**src/design/tmw_pkg.sv**
```systemverilog
// ----------------------------------------------------------------------------
// Trimmed mean window package
// Shared constants, cell types and controller states.
// ----------------------------------------------------------------------------
package tmw_pkg;

  localparam int unsigned SAMPLE_W       = 18;
  localparam int unsigned WINDOW_DEFAULT = 20;
  localparam int unsigned TRIM_DEFAULT   = 2;

  typedef logic [SAMPLE_W-1:0] sample_t;

  typedef struct packed {
    logic    valid;
    sample_t value;
  } cell_t;

  typedef struct packed {
    logic    insert;
    logic    drain;
    sample_t x;
  } cell_ctrl_t;

  typedef enum logic [1:0] {
    ST_FILL,
    ST_DRAIN,
    ST_DIV,
    ST_HOLD
  } tmw_state_e;

endpackage

```
**src/design/tmw_sample_if.sv**
```systemverilog
// ----------------------------------------------------------------------------
// Sample channel
// Valid/ready channel that carries one input sample per transaction.
// ----------------------------------------------------------------------------
interface tmw_sample_if;
  logic                         valid;
  logic                         ready;
  logic [tmw_pkg::SAMPLE_W-1:0] sample;

  modport source (output valid, output sample, input ready);
  modport sink (input valid, input sample, output ready);
endinterface

```
**src/design/tmw_mean_if.sv**
```systemverilog
// ----------------------------------------------------------------------------
// Mean channel
// Valid/ready channel that carries one trimmed mean per transaction.
// ----------------------------------------------------------------------------
interface tmw_mean_if;
  logic                         valid;
  logic                         ready;
  logic [tmw_pkg::SAMPLE_W-1:0] mean;

  modport source (output valid, output mean, input ready);
  modport sink (input valid, input mean, output ready);
endinterface

```
**src/design/tmw_cell.sv**
```systemverilog
// ----------------------------------------------------------------------------
// Sorting cell
// One slot of the insertion chain. Cells stay in ascending order; an insert
// shifts the larger values one place up, and a drain shifts everything down.
// ----------------------------------------------------------------------------
module tmw_cell (
  input  logic                clk_i,
  input  logic                rst_ni,
  input  tmw_pkg::cell_ctrl_t ctrl_i,
  input  tmw_pkg::cell_t      prev_i,
  input  logic                prev_gt_i,
  input  tmw_pkg::cell_t      next_i,
  output tmw_pkg::cell_t      cell_o,
  output logic                gt_o
);
  import tmw_pkg::*;

  logic    valid_q, valid_d;
  sample_t value_q, value_d;

  assign gt_o   = !valid_q || (value_q > ctrl_i.x);
  assign cell_o = '{valid: valid_q, value: value_q};

  always_comb begin
    valid_d = valid_q;
    value_d = value_q;
    if (ctrl_i.drain) begin
      valid_d = next_i.valid;
      value_d = next_i.value;
    end else if (ctrl_i.insert && gt_o) begin
      if (prev_gt_i) begin
        valid_d = prev_i.valid;
        value_d = prev_i.value;
      end else begin
        valid_d = 1'b1;
        value_d = ctrl_i.x;
      end
    end
  end

  always_ff @(posedge clk_i or negedge rst_ni) begin
    if (!rst_ni) begin
      valid_q <= 1'b0;
    end else begin
      valid_q <= valid_d;
    end
  end

  always_ff @(posedge clk_i) begin
    value_q <= value_d;
  end

endmodule

```
**src/design/tmw_div.sv**
```systemverilog
// ----------------------------------------------------------------------------
// Constant divider
// Divides the window sum by the kept count with a reciprocal multiply. The
// dividend is registered on start and the quotient in the cycle after.
// ----------------------------------------------------------------------------
module tmw_div #(
  parameter int unsigned DIVIDEND_W = 23,
  parameter int unsigned DIVISOR    = 16
) (
  input  logic                         clk_i,
  input  logic                         rst_ni,
  input  logic                         start_i,
  input  logic [DIVIDEND_W-1:0]        dividend_i,
  output logic                         done_o,
  output logic [tmw_pkg::SAMPLE_W-1:0] quot_o
);
  import tmw_pkg::*;

  localparam int unsigned SHIFT      = DIVIDEND_W + $clog2(DIVISOR);
  localparam int unsigned RECIP_W    = DIVIDEND_W + 1;
  localparam int unsigned PROD_W     = DIVIDEND_W + RECIP_W;
  localparam logic [63:0] RECIP_FULL =
      ((64'd1 << SHIFT) + 64'(DIVISOR) - 64'd1) / 64'(DIVISOR);
  localparam logic [RECIP_W-1:0] RECIP = RECIP_FULL[RECIP_W-1:0];

  logic [DIVIDEND_W-1:0] acc_q;
  sample_t               quot_q;
  logic                  busy_q;
  logic                  done_q;
  logic [PROD_W-1:0]     product;

  // The reciprocal is rounded up, which gives the exact floor for every
  // dividend of DIVIDEND_W bits.
  assign product = {{RECIP_W{1'b0}}, acc_q} * {{DIVIDEND_W{1'b0}}, RECIP};

  always_ff @(posedge clk_i or negedge rst_ni) begin
    if (!rst_ni) begin
      busy_q <= 1'b0;
      done_q <= 1'b0;
    end else begin
      busy_q <= start_i;
      done_q <= busy_q;
    end
  end

  always_ff @(posedge clk_i) begin
    if (start_i) begin
      acc_q <= dividend_i;
    end
    if (busy_q) begin
      quot_q <= product[SHIFT +: SAMPLE_W];
    end
  end

  assign done_o = done_q;
  assign quot_o = quot_q;

endmodule

```
**src/design/trimmed_mean_window.sv**
```systemverilog
// ----------------------------------------------------------------------------
// Trimmed mean window
// Collects WINDOW samples, drops the TRIM smallest and TRIM largest, and
// returns the floor of the mean of the rest.
// ----------------------------------------------------------------------------
// Samples enter a chain of WINDOW sorting cells at one transaction per cycle
// while the block is filling, each placed in ascending order as it arrives.
// When the window is full the chain shifts its contents out through an
// accumulator one cell at a time, summing only the kept ranks, and a
// reciprocal multiply then forms the mean, after which the result is loaded
// into the output register once that register is free. No samples are taken
// between the last sample of a window and that load. If the previous mean is
// still waiting in the output register at that point, the block holds there
// and takes no samples until that mean is taken. With WINDOW no larger than
// twice TRIM the mean is zero.
// ----------------------------------------------------------------------------
module trimmed_mean_window #(
  parameter int unsigned WINDOW = tmw_pkg::WINDOW_DEFAULT,
  parameter int unsigned TRIM   = tmw_pkg::TRIM_DEFAULT
) (
  input  logic        clk_i,
  input  logic        rst_ni,
  tmw_sample_if.sink  sample_i,
  tmw_mean_if.source  mean_o
);
  import tmw_pkg::*;

  localparam int unsigned KEEP    = (WINDOW > 2 * TRIM) ? (WINDOW - 2 * TRIM) : 0;
  localparam int unsigned DIVISOR = (KEEP == 0) ? 1 : KEEP;
  localparam int unsigned SUM_W   = SAMPLE_W + $clog2(WINDOW + 1);
  localparam int unsigned CNT_W   = $clog2(WINDOW + 1);

  tmw_state_e       state_q, state_d;
  logic [CNT_W-1:0] cnt_q, cnt_d;
  logic [SUM_W-1:0] sum_q, sum_d;
  logic             out_valid_q, out_valid_d;
  sample_t          mean_q, mean_d;

  logic             in_ready;
  logic             accept;
  logic             drain;
  logic             last_cnt;
  logic             div_start;
  logic             load;
  logic             div_done;
  sample_t          quot;
  logic             keep_rank;
  logic [SUM_W-1:0] sum_add;

  cell_ctrl_t       ctrl;
  cell_t            cells [WINDOW];
  logic             gts   [WINDOW];

  assign accept   = sample_i.valid && in_ready;
  assign last_cnt = (cnt_q == CNT_W'(WINDOW - 1));
  assign ctrl     = '{insert: accept, drain: drain, x: sample_i.sample};

  for (genvar i = 0; i < WINDOW; i++) begin : g_cell
    cell_t prev_cell;
    cell_t next_cell;
    logic  prev_gt;

    if (i == 0) begin : g_first
      assign prev_cell = '0;
      assign prev_gt   = 1'b0;
    end else begin : g_inner
      assign prev_cell = cells[i-1];
      assign prev_gt   = gts[i-1];
    end

    if (i == WINDOW - 1) begin : g_last
      assign next_cell = '0;
    end else begin : g_body
      assign next_cell = cells[i+1];
    end

    tmw_cell u_cell (
      .clk_i     (clk_i),
      .rst_ni    (rst_ni),
      .ctrl_i    (ctrl),
      .prev_i    (prev_cell),
      .prev_gt_i (prev_gt),
      .next_i    (next_cell),
      .cell_o    (cells[i]),
      .gt_o      (gts[i])
    );
  end

  assign keep_rank = (cnt_q >= CNT_W'(TRIM)) && (cnt_q < CNT_W'(TRIM + KEEP));

  always_comb begin
    sum_add = sum_q;
    if (drain && keep_rank) begin
      sum_add = sum_q + SUM_W'(cells[0].value);
    end
    if (state_q == ST_FILL) begin
      sum_d = '0;
    end else begin
      sum_d = sum_add;
    end
  end

  tmw_div #(
    .DIVIDEND_W (SUM_W),
    .DIVISOR    (DIVISOR)
  ) u_div (
    .clk_i      (clk_i),
    .rst_ni     (rst_ni),
    .start_i    (div_start),
    .dividend_i (sum_add),
    .done_o     (div_done),
    .quot_o     (quot)
  );

  always_comb begin
    state_d = state_q;
    unique case (state_q)
      ST_FILL: begin
        if (accept && last_cnt) begin
          state_d = ST_DRAIN;
        end
      end
      ST_DRAIN: begin
        if (last_cnt) begin
          state_d = ST_DIV;
        end
      end
      ST_DIV: begin
        if (div_done) begin
          state_d = ST_HOLD;
        end
      end
      ST_HOLD: begin
        if (!out_valid_q || mean_o.ready) begin
          state_d = ST_FILL;
        end
      end
      default: state_d = ST_FILL;
    endcase
  end

  always_comb begin
    in_ready  = 1'b0;
    drain     = 1'b0;
    div_start = 1'b0;
    load      = 1'b0;
    cnt_d     = cnt_q;
    unique case (state_q)
      ST_FILL: begin
        in_ready = 1'b1;
        if (accept) begin
          cnt_d = last_cnt ? '0 : cnt_q + CNT_W'(1);
        end
      end
      ST_DRAIN: begin
        drain     = 1'b1;
        div_start = last_cnt;
        cnt_d     = last_cnt ? '0 : cnt_q + CNT_W'(1);
      end
      ST_DIV: begin
        cnt_d = '0;
      end
      ST_HOLD: begin
        load = !out_valid_q || mean_o.ready;
      end
      default: cnt_d = '0;
    endcase
  end

  always_comb begin
    out_valid_d = out_valid_q;
    mean_d      = mean_q;
    if (load) begin
      out_valid_d = 1'b1;
      mean_d      = quot;
    end else if (mean_o.ready) begin
      out_valid_d = 1'b0;
    end
  end

  always_ff @(posedge clk_i or negedge rst_ni) begin
    if (!rst_ni) begin
      state_q     <= ST_FILL;
      cnt_q       <= '0;
      out_valid_q <= 1'b0;
    end else begin
      state_q     <= state_d;
      cnt_q       <= cnt_d;
      out_valid_q <= out_valid_d;
    end
  end

  always_ff @(posedge clk_i) begin
    sum_q  <= sum_d;
    mean_q <= mean_d;
  end

  assign sample_i.ready = in_ready;
  assign mean_o.valid   = out_valid_q;
  assign mean_o.mean    = mean_q;

endmodule

```
**src/flat_wrapper.sv**
```systemverilog
// flat-port wrapper written by rule: the top's interface ports become plain ports
module trimmed_mean_window_flat import tmw_pkg::*;
#(
  parameter int unsigned WINDOW = tmw_pkg::WINDOW_DEFAULT,
  parameter int unsigned TRIM   = tmw_pkg::TRIM_DEFAULT
)
  (clk_i, rst_ni, sample_i_valid, sample_i_sample, sample_i_ready, mean_o_valid, mean_o_mean, mean_o_ready);
  tmw_sample_if sample_i_i ();
  tmw_mean_if mean_o_i ();
  input  logic clk_i;
  input  logic rst_ni;
  input wire logic [$bits(sample_i_i.valid)-1:0] sample_i_valid;
  input wire logic [$bits(sample_i_i.sample)-1:0] sample_i_sample;
  output wire logic [$bits(sample_i_i.ready)-1:0] sample_i_ready;
  output wire logic [$bits(mean_o_i.valid)-1:0] mean_o_valid;
  output wire logic [$bits(mean_o_i.mean)-1:0] mean_o_mean;
  input wire logic [$bits(mean_o_i.ready)-1:0] mean_o_ready;
  assign sample_i_i.valid = sample_i_valid;
  assign sample_i_i.sample = sample_i_sample;
  assign sample_i_ready = sample_i_i.ready;
  assign mean_o_valid = mean_o_i.valid;
  assign mean_o_mean = mean_o_i.mean;
  assign mean_o_i.ready = mean_o_ready;
  trimmed_mean_window #(.WINDOW(WINDOW), .TRIM(TRIM)) u_core (.clk_i(clk_i), .rst_ni(rst_ni), .sample_i(sample_i_i), .mean_o(mean_o_i));
endmodule
```
**config.mk**
```make
export PLATFORM = sky130hd
export DESIGN_NAME = trimmed_mean_window_flat
export DESIGN_NICKNAME = d
export VERILOG_FILES = /design/src/design/tmw_pkg.sv /design/src/design/tmw_sample_if.sv /design/src/design/tmw_mean_if.sv /design/src/design/tmw_cell.sv /design/src/design/tmw_div.sv /design/src/design/trimmed_mean_window.sv /design/src/flat_wrapper.sv
export SDC_FILE = /design/constraint.sdc
export NUM_CORES = 1
export LEC_CHECK = 0
export BUFFER_PORTS_ARGS = -buffer_cell sky130_fd_sc_hd__buf_2
export CAP_MARGIN = 20
export CELL_PAD_IN_SITES_DETAIL_PLACEMENT = 0
export CELL_PAD_IN_SITES_GLOBAL_PLACEMENT = 1
export CORE_ASPECT_RATIO = 0.9
export CORE_MARGIN = 3
export CORE_UTILIZATION = 56
export DETAILED_ROUTE_END_ITERATION = 6
export PLACE_DENSITY_LB_ADDON = 0.1
export RECOVER_POWER = 100
export SYNTH_ARGS = -nofsm -noshare
export SYNTH_HDL_FRONTEND = slang
export SYNTH_SLANG_ARGS = --single-unit
```
**constraint.sdc**
```tcl
create_clock -name clk_i -period 7 [get_ports clk_i]
set_input_delay 1.4 -clock clk_i [delete_from_list [all_inputs] [get_ports clk_i]]
set_output_delay 1.4 -clock clk_i [all_outputs]
set_load 0.05 [all_outputs]
```
* Yosys cells after proc, flatten, opt, wreduce, memory -nomap -nowiden
Cells that the tools add are included.
Word-level totals: register bits 471, bits of input ports 22, output and inout port bits 20, word-level logic and storage cells 304
Cells by class: add/subtract/negate cells 2, magnitude comparators 22, equal/unequal tests 9, muxes and demuxes 131, reductions and logical operators 91
Operator list (count):
- $mux 18 | 57
- $gt 18x18->1 | 20
- $mux 1 | 65
- $reduce_bool 2->1 | 21
- $logic_and 1x1->1 | 24
- $add 23x18->23 | 1
- $mux 23 | 1
- $logic_not 1->1 | 21
- $logic_or 1x1->1 | 21
- $pmux 5 s3 | 1
- $mux 5 | 2
- $mux 2 | 4
- $pmux 2 s4 | 1
- $ne 2x1->1 const B | 3
- $add 5x1->5 const B | 1
- $eq 5x5->1 const B | 1
- $ge 5x2->1 const B | 1
- $lt 5x5->1 const B | 1
- $eq 2x2->1 const B | 2
- $ne 2x2->1 const B | 2
- $reduce_and 4->1 | 1
- $reduce_bool 3->1 | 1
- $eq 2x1->1 const B | 1
- $logic_not 2->1 | 1
- $reduce_and 2->1 | 1

* Longest topological paths before layout
Gate-level depths: netlist of run 1.
depth after elaboration 6, mapped depth 12, depth with buffers taken out 9

* Cells and area by module
A second synthesis of run 1 with hierarchy kept.
Second synthesis, totals: cells, all modules 3471, area total of the unflattened synthesis 34389.2 sq um
By module, submodules not included:
- tmw_cell | times used 20, cells an instance 154, area an instance 1506.4 sq um, sequential area each 565.5 sq um
- trimmed_mean_window | times used 1, cells an instance 353, area an instance 3129.3 sq um, sequential area each 1201.2 sq um
- tmw_div | times used 1, cells an instance 38, area an instance 1131.1 sq um, sequential area each 1131.1 sq um

* Least setup slack after synthesis of run 1
Ideal clock, no wire load.
kind input-to-reg, start point input sample_i_sample[8], end point register u_core.g_cell[9].u_cell.value_q[0], enable pin, data arrival time 4.046 ns, setup slack 2.575 ns, stages 12, buffers on the path 3, path through clkbuf_1 inv_1 ha_1 and4_1 and4_1 a221o_1 o211ai_1 nand3_1 buf_4 buf_6 nand2_1 nand2_1
Between the ends: cells in the longest elaborated chain, start to end 4
Ends and longest elaborated chain:
- start, declared | RTL line flat_wrapper.sv:13 | input wire logic [$bits(sample_i_i.sample)-1:0] sample_i_sample;
- $gt 18x18->1 | RTL line tmw_cell.sv:21 | assign gt_o = !valid_q || (value_q > ctrl_i.x);
- $logic_or 1x1->1 | RTL line tmw_cell.sv:21
- $logic_and 1x1->1 | RTL line tmw_cell.sv:30 | end else if (ctrl_i.insert && gt_o) begin
- $reduce_bool 2->1 (no source line)
- end signal, assigned | RTL line tmw_cell.sv:50 | value_q <= value_d;
- end, declared | RTL line tmw_cell.sv:19 | sample_t value_q, value_d;
Every way passes these cells. A chain may end at the register's enable or synchronous reset.

* Worst setup path in the final report of run 1
start point input sample_i_sample[14], end point register u_core.g_cell[5].u_cell.value_q[13] (data pin)
Between the ends: cells in the longest elaborated chain, start to end 5
Ends and longest elaborated chain:
- $gt 18x18->1 | RTL line tmw_cell.sv:21
- $logic_or 1x1->1 | RTL line tmw_cell.sv:21
- $mux 18 | RTL line tmw_cell.sv:31 | if (prev_gt_i) begin
- $mux 18 | RTL line tmw_cell.sv:30
- $mux 18 | RTL line tmw_cell.sv:27 | if (ctrl_i.drain) begin
- via u_core.g_cell[5].u_cell.value_d[13] | RTL line tmw_cell.sv:19
- end signal, assigned | RTL line tmw_cell.sv:50
- end, declared | RTL line tmw_cell.sv:19
The timed path passes the listed nets, and every way through them passes these cells. The select of a mux whose other input is x is not followed.

==> flow_summary_export.csv, run 1 <==
group,metric,value,unit
setup_path,end_kind,"flop",
detailed_routing,firstDrtPassIters,5,
setup_path,rrSetupSlack,1.50,ns
clocking,cts_tree,"built",
setup_path,required,7.32,ns
timing,finalMaxSlewViolations,143,
logic_synthesis,async_flop_share,6.44,%
clocking,htree_levels,2,
logic_synthesis,seq_area_frac_synth,42.9,%
layout,layout.filler_cells,4591,
logic_synthesis,syn_nets,3499,
die,coreArea,0.0548,mm²
pwr,power_density,524,mW/mm²
min_path,worstHoldPathType,"flop to flop",
min_path,worstHoldStart,"u_core.u_div.quot_o[0]",
timing,fin_ws,1.07,ns
layout,area_delta_synth_final,8.24,%
die,start_util,57.2,%
pwr,p_leak,15.3,nW
grt,grtUsageTotal,32.9,%
logic_synthesis,yosysUniqueCellTypes,66,
detailed_routing,ant_nets,0,
pwr,power_frac_comb,44.7,%
detailed_routing,routed-wl-met3,10400,µm
timing,tns,0,ns
clocking,cts.clk_slew.worst_paths,0.06,ns
logic_synthesis,synth_flop_cell,"edfxtp_1",
logic_synthesis,yosys_warnings,0,
placement,io_buffers,41,
die,die_x,255,µm
pwr,p_clk_share,16.5,%
setup_path,rr_endpoint,"u_core.u_div.acc_q[18]",
pwr,internal_power,10.0,mW
clocking,ctsResizeCount,0,
setup_path,crit_type,"input pin to flop",
setup_path,cp_top_family,"buffers and inverters",
logic_synthesis,synth_seq_cells,466,
layout,final_common_cell,"nand2_1",
logic_synthesis,synthCells,3093,
timing,timing_hold_violations_final,0,
clocking,post_cts_buffers,0,
detailed_routing,m1WireLength,45700,µm
clocking,clockBufferDepth,3,
detailed_routing,route.vias.total,25100,
placement,place_hpwl,68700,µm
clocking,cts_sinks,466,
pwr,power_frac_seq,38.8,%
run_status,violations,"capacitance limit, slew limit",
grt,grt_max_degree,263,
timing,post-route-min-period,5.93,ns
pwr,switchingPower,7.76,mW
setup_path,r2r-start,"u_core.state_q[1]",
run_status,outcome,"finished with violations",
setup_path,crit_arrival,6.25,ns
setup_path,cp_num_cells,11,
detailed_routing,drt_iter0_drc,3020,
job,max_cap_viol_count,6,
layout,most-common-layout-cells,"nand2_1 (501), o21ai_0 (406), edfxtp_1 (396)",
detailed_routing,via_per_inst,6.50,
clocking,clock-root-buffer,"clkbuf_16",
setup_path,crit_path_max_incr_delay,1.14,ns
detailed_routing,route.detailed.drc,0,
grt,overflow,0,
setup_path,worst-path-buf-inv,3,
detailed_routing,top_layer,"met5",
layout,multi_input_area,0.0167,mm²
die,io_pins,42,
timing,relSlewSlack,-80.4,%
grt,grt_pass1_vias,23900,
grt,grt_first_pass_wirelength,148000,µm
grt,antenna_found_initial,2,
detailed_routing,wl_per_cell,25.7,µm
die,dieArea,0.0588,mm²
timing,fin_skew,0.0185,ns
placement,preCtsSetupSlack,1.60,ns
timing,period_share,84.7,%
detailed_routing,wl_met2,40000,µm
setup_path,worstPathMaxFanout,20,
setup_path,critPathLaunchType,"input pin",
placement,place.gp.congestion,0.932,
setup_path,critPathSlowestCell,"clkbuf_1",
clocking,cts_hold_buf,0,
layout,drive_above_1_share,5.56,%
setup_path,cp_cell_sequence,"clkbuf_1 > inv_1 > ha_1 > nand4_1 > nor2_1 > o31a_1 > o31ai_1 > nand3_1 > clkbuf_1 > mux2i_1 > o21ai_0",
layout,fin_nets,3474,
pwr,peakVddDrop,0.319,mV
die,die_h,230,µm
setup_path,critPathMostFrequentCell,"clkbuf_1",
layout,regArea,0.0134,mm²
pwr,swShare,43.7,%
timing,max_freq,169,MHz
die,rows,81,
timing,rsz0062_at_grt,"false",
clocking,clk_latency,0.63,ns
min_path,holdPathEnd,"u_core.mean_o.mean[0]",
detailed_routing,wl,99000,µm
setup_path,r2r_cells,8,
timing,setup_viol,0,
logic_synthesis,syn_area,0.0313,mm²
logic_synthesis,syn_avg_cell_area,10.1,µm²
logic_synthesis,synth_edf_count,396,
setup_path,crit_start,"sample_i_sample[14]",
timing,worst_pin_slew,2.71,ns
min_path,hold_depth,0,
clocking,cts_buffers,52,
==> worst register-to-register path, delay by kind of cell, from the launching register on <==
family	cells	cell delay, ns
AOI/OAI and AO/OA	1	0.32
and+or+nand+nor	2	0.73
buffers and inverters	4	1.78
DFF	1	0.41
adders and majority gates	1	1.99
==> logic make-up after synthesis <==
logic type	count (synthesis)	synth area share (%)
adders and majority gates	384	15.4
muxes	348	11.1
AOI/OAI and AO/OA	811	15.2
buffers and inverters	272	3.63
and+or+nand+nor	799	11.4
xor gates and xnor gates	13	0.363
DFF	466	42.9
==> area by class of cell <==
type | instances | area share [%]
antenna | 1 | 0.00738
clock buffer | 63 | 4.20
clock inverter | 35 | 1.15
inverter | 95 | 1.05
multi-input combinational | 2355 | 49.4
sequential | 466 | 39.6
tap | 747 | 2.76
timing repair buffer | 98 | 1.83
==> how the worst max path moves through the flow <==
| stage | slack (ns) | to |
|---|---|---|
| after global placement | 1.71 | u_core.g_cell[2].u_cell.value_q[8] |
| after CTS | 2.26 | u_core.g_cell[2].u_cell.value_q[6] |
| after global routing | 0.98 | u_core.sum_q[19] |
| after floorplan | 2.58 | u_core.g_cell[9].u_cell.value_q[0] |
| final | 1.07 | u_core.g_cell[5].u_cell.value_q[13] |
| after detailed placement | 1.60 | u_core.g_cell[2].u_cell.value_q[6] |
==> stage by stage <==
stage / utilization, % / hold slack (ns) / total power [mW] / std cells / area [µm²]
floorplan: - / 0.400 / 12.0 / 3093 / 31300
global placement: 58.6 / 0.401 / 14.3 / 3755 / 32100
detailed placement: 58.6 / 0.405 / 14.6 / 3755 / 32100
CTS: 61.9 / 0.419 / 17.6 / 3853 / 33900
global route: 61.9 / 0.431 / 18.9 / 3859 / 33900
finish: 61.9 / 0.421 / 17.8 / 3860 / 33900
==> sequential cells by signal, indices dropped and copies added, names as in the netlist, named ones only <==
signal                        count
u_core.u_div.busy_q               1
u_core.u_div.quot_o              18
u_core.mean_o.valid               1
u_core.g_cell.u_cell.valid_q     20
u_core.u_div.done_o               1
u_core.mean_o.mean               18
u_core.sum_q                     18
u_core.u_div.acc_q               18
u_core.cnt_q                      5
u_core.g_cell.u_cell.value_q    360
u_core.state_q                    2
==> power groups by stage <==
stage	Sequential, mW	Combinational, mW	Clock (mW)
after floorplan	6.12	5.91	0
after global placement	6.81	7.46	0
after detailed placement	6.84	7.80	0
after CTS	6.79	7.83	2.97
after global routing	6.98	8.90	3.06
final	6.90	7.96	2.93
==> Yosys cell counts, types with 40 or more instances <==
cell / n / share of area [%]
a21o_1: 101 / 2.4
a21oi_1: 159 / 2.5
nor2_1: 50 / 0.60
nor2b_1: 57 / 1.1
inv_1: 95 / 1.1
nand2_1: 501 / 6.0
o21ai_0: 401 / 6.4
nand4_1: 76 / 1.5
mux2i_1: 345 / 11
clkbuf_1: 132 / 1.6
ha_1: 383 / 15
nand3_1: 49 / 0.78
dfxtp_1: 40 / 2.6
edfxtp_1: 396 / 38
==> per-layer routing <==
metal  global-route usage [%]  vias to the layer above
met2                     46.3                     1229
met1                     51.0                    12200
met4                     10.0                        2
met5                        0                        -
met3                     6.12                      181
li1                         -                    11500
No activity file was read; power rests on OpenSTA's default activity.
==> run 2: changes to the inputs <==
--- a/config.mk
+++ b/config.mk
@@ -11,7 +11,7 @@
 export CELL_PAD_IN_SITES_GLOBAL_PLACEMENT = 1
 export CORE_ASPECT_RATIO = 0.9
 export CORE_MARGIN = 3
-export CORE_UTILIZATION = 56
+export CORE_UTILIZATION = 52
 export DETAILED_ROUTE_END_ITERATION = 6
 export PLACE_DENSITY_LB_ADDON = 0.1
 export RECOVER_POWER = 100
==> constraint.sdc (replaced) <==
create_clock -name clk_i -period 5.56 [get_ports clk_i]
set_input_delay 1.112 -clock clk_i [delete_from_list [all_inputs] [get_ports clk_i]]
set_output_delay 1.112 -clock clk_i [all_outputs]
set_load 0.05 [all_outputs]
==> flow_summary_export.csv, run 2 (synthesis gave the netlist of run 1 again) <==
group,metric,value,unit
run_status,violations,"capacitance limit, slew limit",
pwr,peakVddDrop,0.335,mV
detailed_routing,via_per_inst,6.42,
detailed_routing,ant_nets,0,
setup_path,worstPathMaxFanout,18,
layout,diodes,0,
clocking,htree_levels,2,
grt,grtUsageTotal,32.6,%
clocking,cts_tree,"built",
setup_path,r2r-start,"u_core.state_q[1]",
timing,timing_hold_violations_final,0,
layout,area_delta_synth_final,8.62,%
detailed_routing,route.detailed.drc,0,
timing,fin_ws,0.844,ns
setup_path,crit_type,"input pin to flop",
layout,layout.filler_cells,5091,
timing,period_share,84.8,%
min_path,worstHoldStart,"u_core.u_div.quot_o[7]",
timing,rsz0062_at_grt,"false",
pwr,p_clk_share,16.1,%
layout,largest_reg_flops,360,
clocking,cts_buffers,52,
timing,max_freq,212,MHz
grt,antenna_found_initial,3,
timing,finalMaxSlewViolations,285,
clocking,cts.clk_slew.worst_paths,0.06,ns
layout,most-common-layout-cells,"nand2_1 (501), o21ai_0 (406), edfxtp_1 (396)",
detailed_routing,wl,105000,µm
job,max_cap_viol_count,5,
clocking,clockBufferDepth,3,
pwr,power_frac_comb,45.0,%
timing,setup_viol,0,
layout,largestRegisters,"u_core.g_cell.u_cell.value_q (360), u_core.g_cell.u_cell.valid_q (20)",
placement,io_buffers,41,
placement,preCtsSetupSlack,0.968,ns
pwr,power_density,661,mW/mm²
clocking,cts_hold_buf,0,
layout,fin_nets,3500,
min_path,worstHoldPathType,"flop to flop",
detailed_routing,route.vias.total,25100,
clocking,cts_sinks,466,
pwr,switchingPower,9.89,mW
timing,post-route-min-period,4.72,ns
setup_path,critPathLaunchType,"input pin",
timing,tns,0,ns
pwr,power_frac_seq,38.9,%
pwr,swShare,43.9,%
run_status,outcome,"finished with violations",
clocking,clock-root-buffer,"clkbuf_16",
clocking,ctsResizeCount,0,
placement,place_hpwl,73900,µm
setup_path,crit_start,"sample_i_sample[6]",
timing,relSlewSlack,-35.2,%
die,dieArea,0.0632,mm²
timing,fin_skew,0.0286,ns
placement,place.gp.congestion,0.907,
die,coreArea,0.0591,mm²
timing,worst_pin_slew,2.03,ns
setup_path,end_kind,"flop",
setup_path,crit_arrival,5.00,ns
layout,largest_register,"u_core.g_cell.u_cell.value_q",
setup_path,required,5.85,ns
clocking,post_cts_buffers,0,
die,die_x,265,µm
grt,grt_pass1_vias,24300,
grt,grt_max_degree,244,
detailed_routing,drt_iter0_drc,3251,
detailed_routing,firstDrtPassIters,6,
die,start_util,53.1,%
die,die_h,239,µm
layout,final_common_cell,"nand2_1",
grt,overflow,0,
layout,drive_above_1_share,5.42,%
die,io_pins,42,
detailed_routing,wl_per_cell,26.8,µm
grt,grt_first_pass_wirelength,155000,µm
clocking,clk_latency,0.62,ns
pwr,p_leak,15.3,nW
die,rows,84,
pwr,internal_power,12.6,mW
run 2: cell types whose count changed in the layout (fill, tap and decap cells not counted), sizes merged:
cell      delta
buf         +11
clkbuf      +25
clkinv      -11
clkinvlp     +2
diode        -1
inv          -1
run 2: through the flow:
stage | total power, mW | util [%] | std cells | hold slack, ns | instance area [µm²]
floorplan | 15.1 | - | 3093 | 0.400 | 31300
global placement | 18.2 | 54.9 | 3811 | 0.402 | 32400
detailed placement | 18.6 | 54.9 | 3811 | 0.405 | 32400
CTS | 22.3 | 57.8 | 3909 | 0.408 | 34200
global route | 24.0 | 57.6 | 3912 | 0.418 | 34000
finish | 22.5 | 57.6 | 3912 | 0.411 | 34000
run 2: path summary, 6_finish.rpt:
| path | to | slack, ns | depth (start not counted) |
|---|---|---|---|
| max | u_core.g_cell[1].u_cell.value_q[10] | 0.84 | 12 |
| min | u_core.mean_o.mean[7] | 0.41 | 0 |
| max reg2reg | u_core.sum_q[21] | 1.18 | 8 |
| min reg2reg | u_core.mean_o.mean[7] | 0.41 | 0 |
| max in group asynchronous | u_core.g_cell[0].u_cell.valid_q | 2.85 | 2 |
| min in group asynchronous | u_core.g_cell[3].u_cell.valid_q | 0.80 | 1 |
run 2: area by class of cell:
type	instances	area [µm²]	area share (%)
Clock inverter	25	319	0.937
Tap cell	774	968	2.85
Sequential cell	466	13400	39.5
Clock buffer	73	1420	4.18
Multi-Input combinational cell	2355	16800	49.2
Timing Repair Buffer	124	772	2.27
Inverter	95	357	1.05
run 2: power by group through the flow:
stage | clock (mW) | sequential [mW] | combinational [mW]
after floorplan | 0 | 7.70 | 7.44
after global placement | 0 | 8.65 | 9.59
after detailed placement | 0 | 8.67 | 9.94
after CTS | 3.66 | 8.61 | 9.99
after global routing | 3.79 | 8.83 | 11.3
final | 3.61 | 8.76 | 10.1
run 2: metal layers:
metal  track usage [%]  share of wire (%)
met3              7.52                 11
met1              49.3                 46
met5                 0                  0
met4              11.1                3.5
met2              45.9                 40
run 2: worst max-delay path, cell delays in order:
cell and delay (ns):
buf_2 0.11, inv_1 0.69, clkbuf_1 0.59, ha_1 0.35, nand4_1 0.10, nor2_1 0.06, nand4_1 0.11, nand2_1 0.07
o211ai_1 0.19, clkbuf_1 1.18, mux2i_1 0.28, o21ai_0 0.17
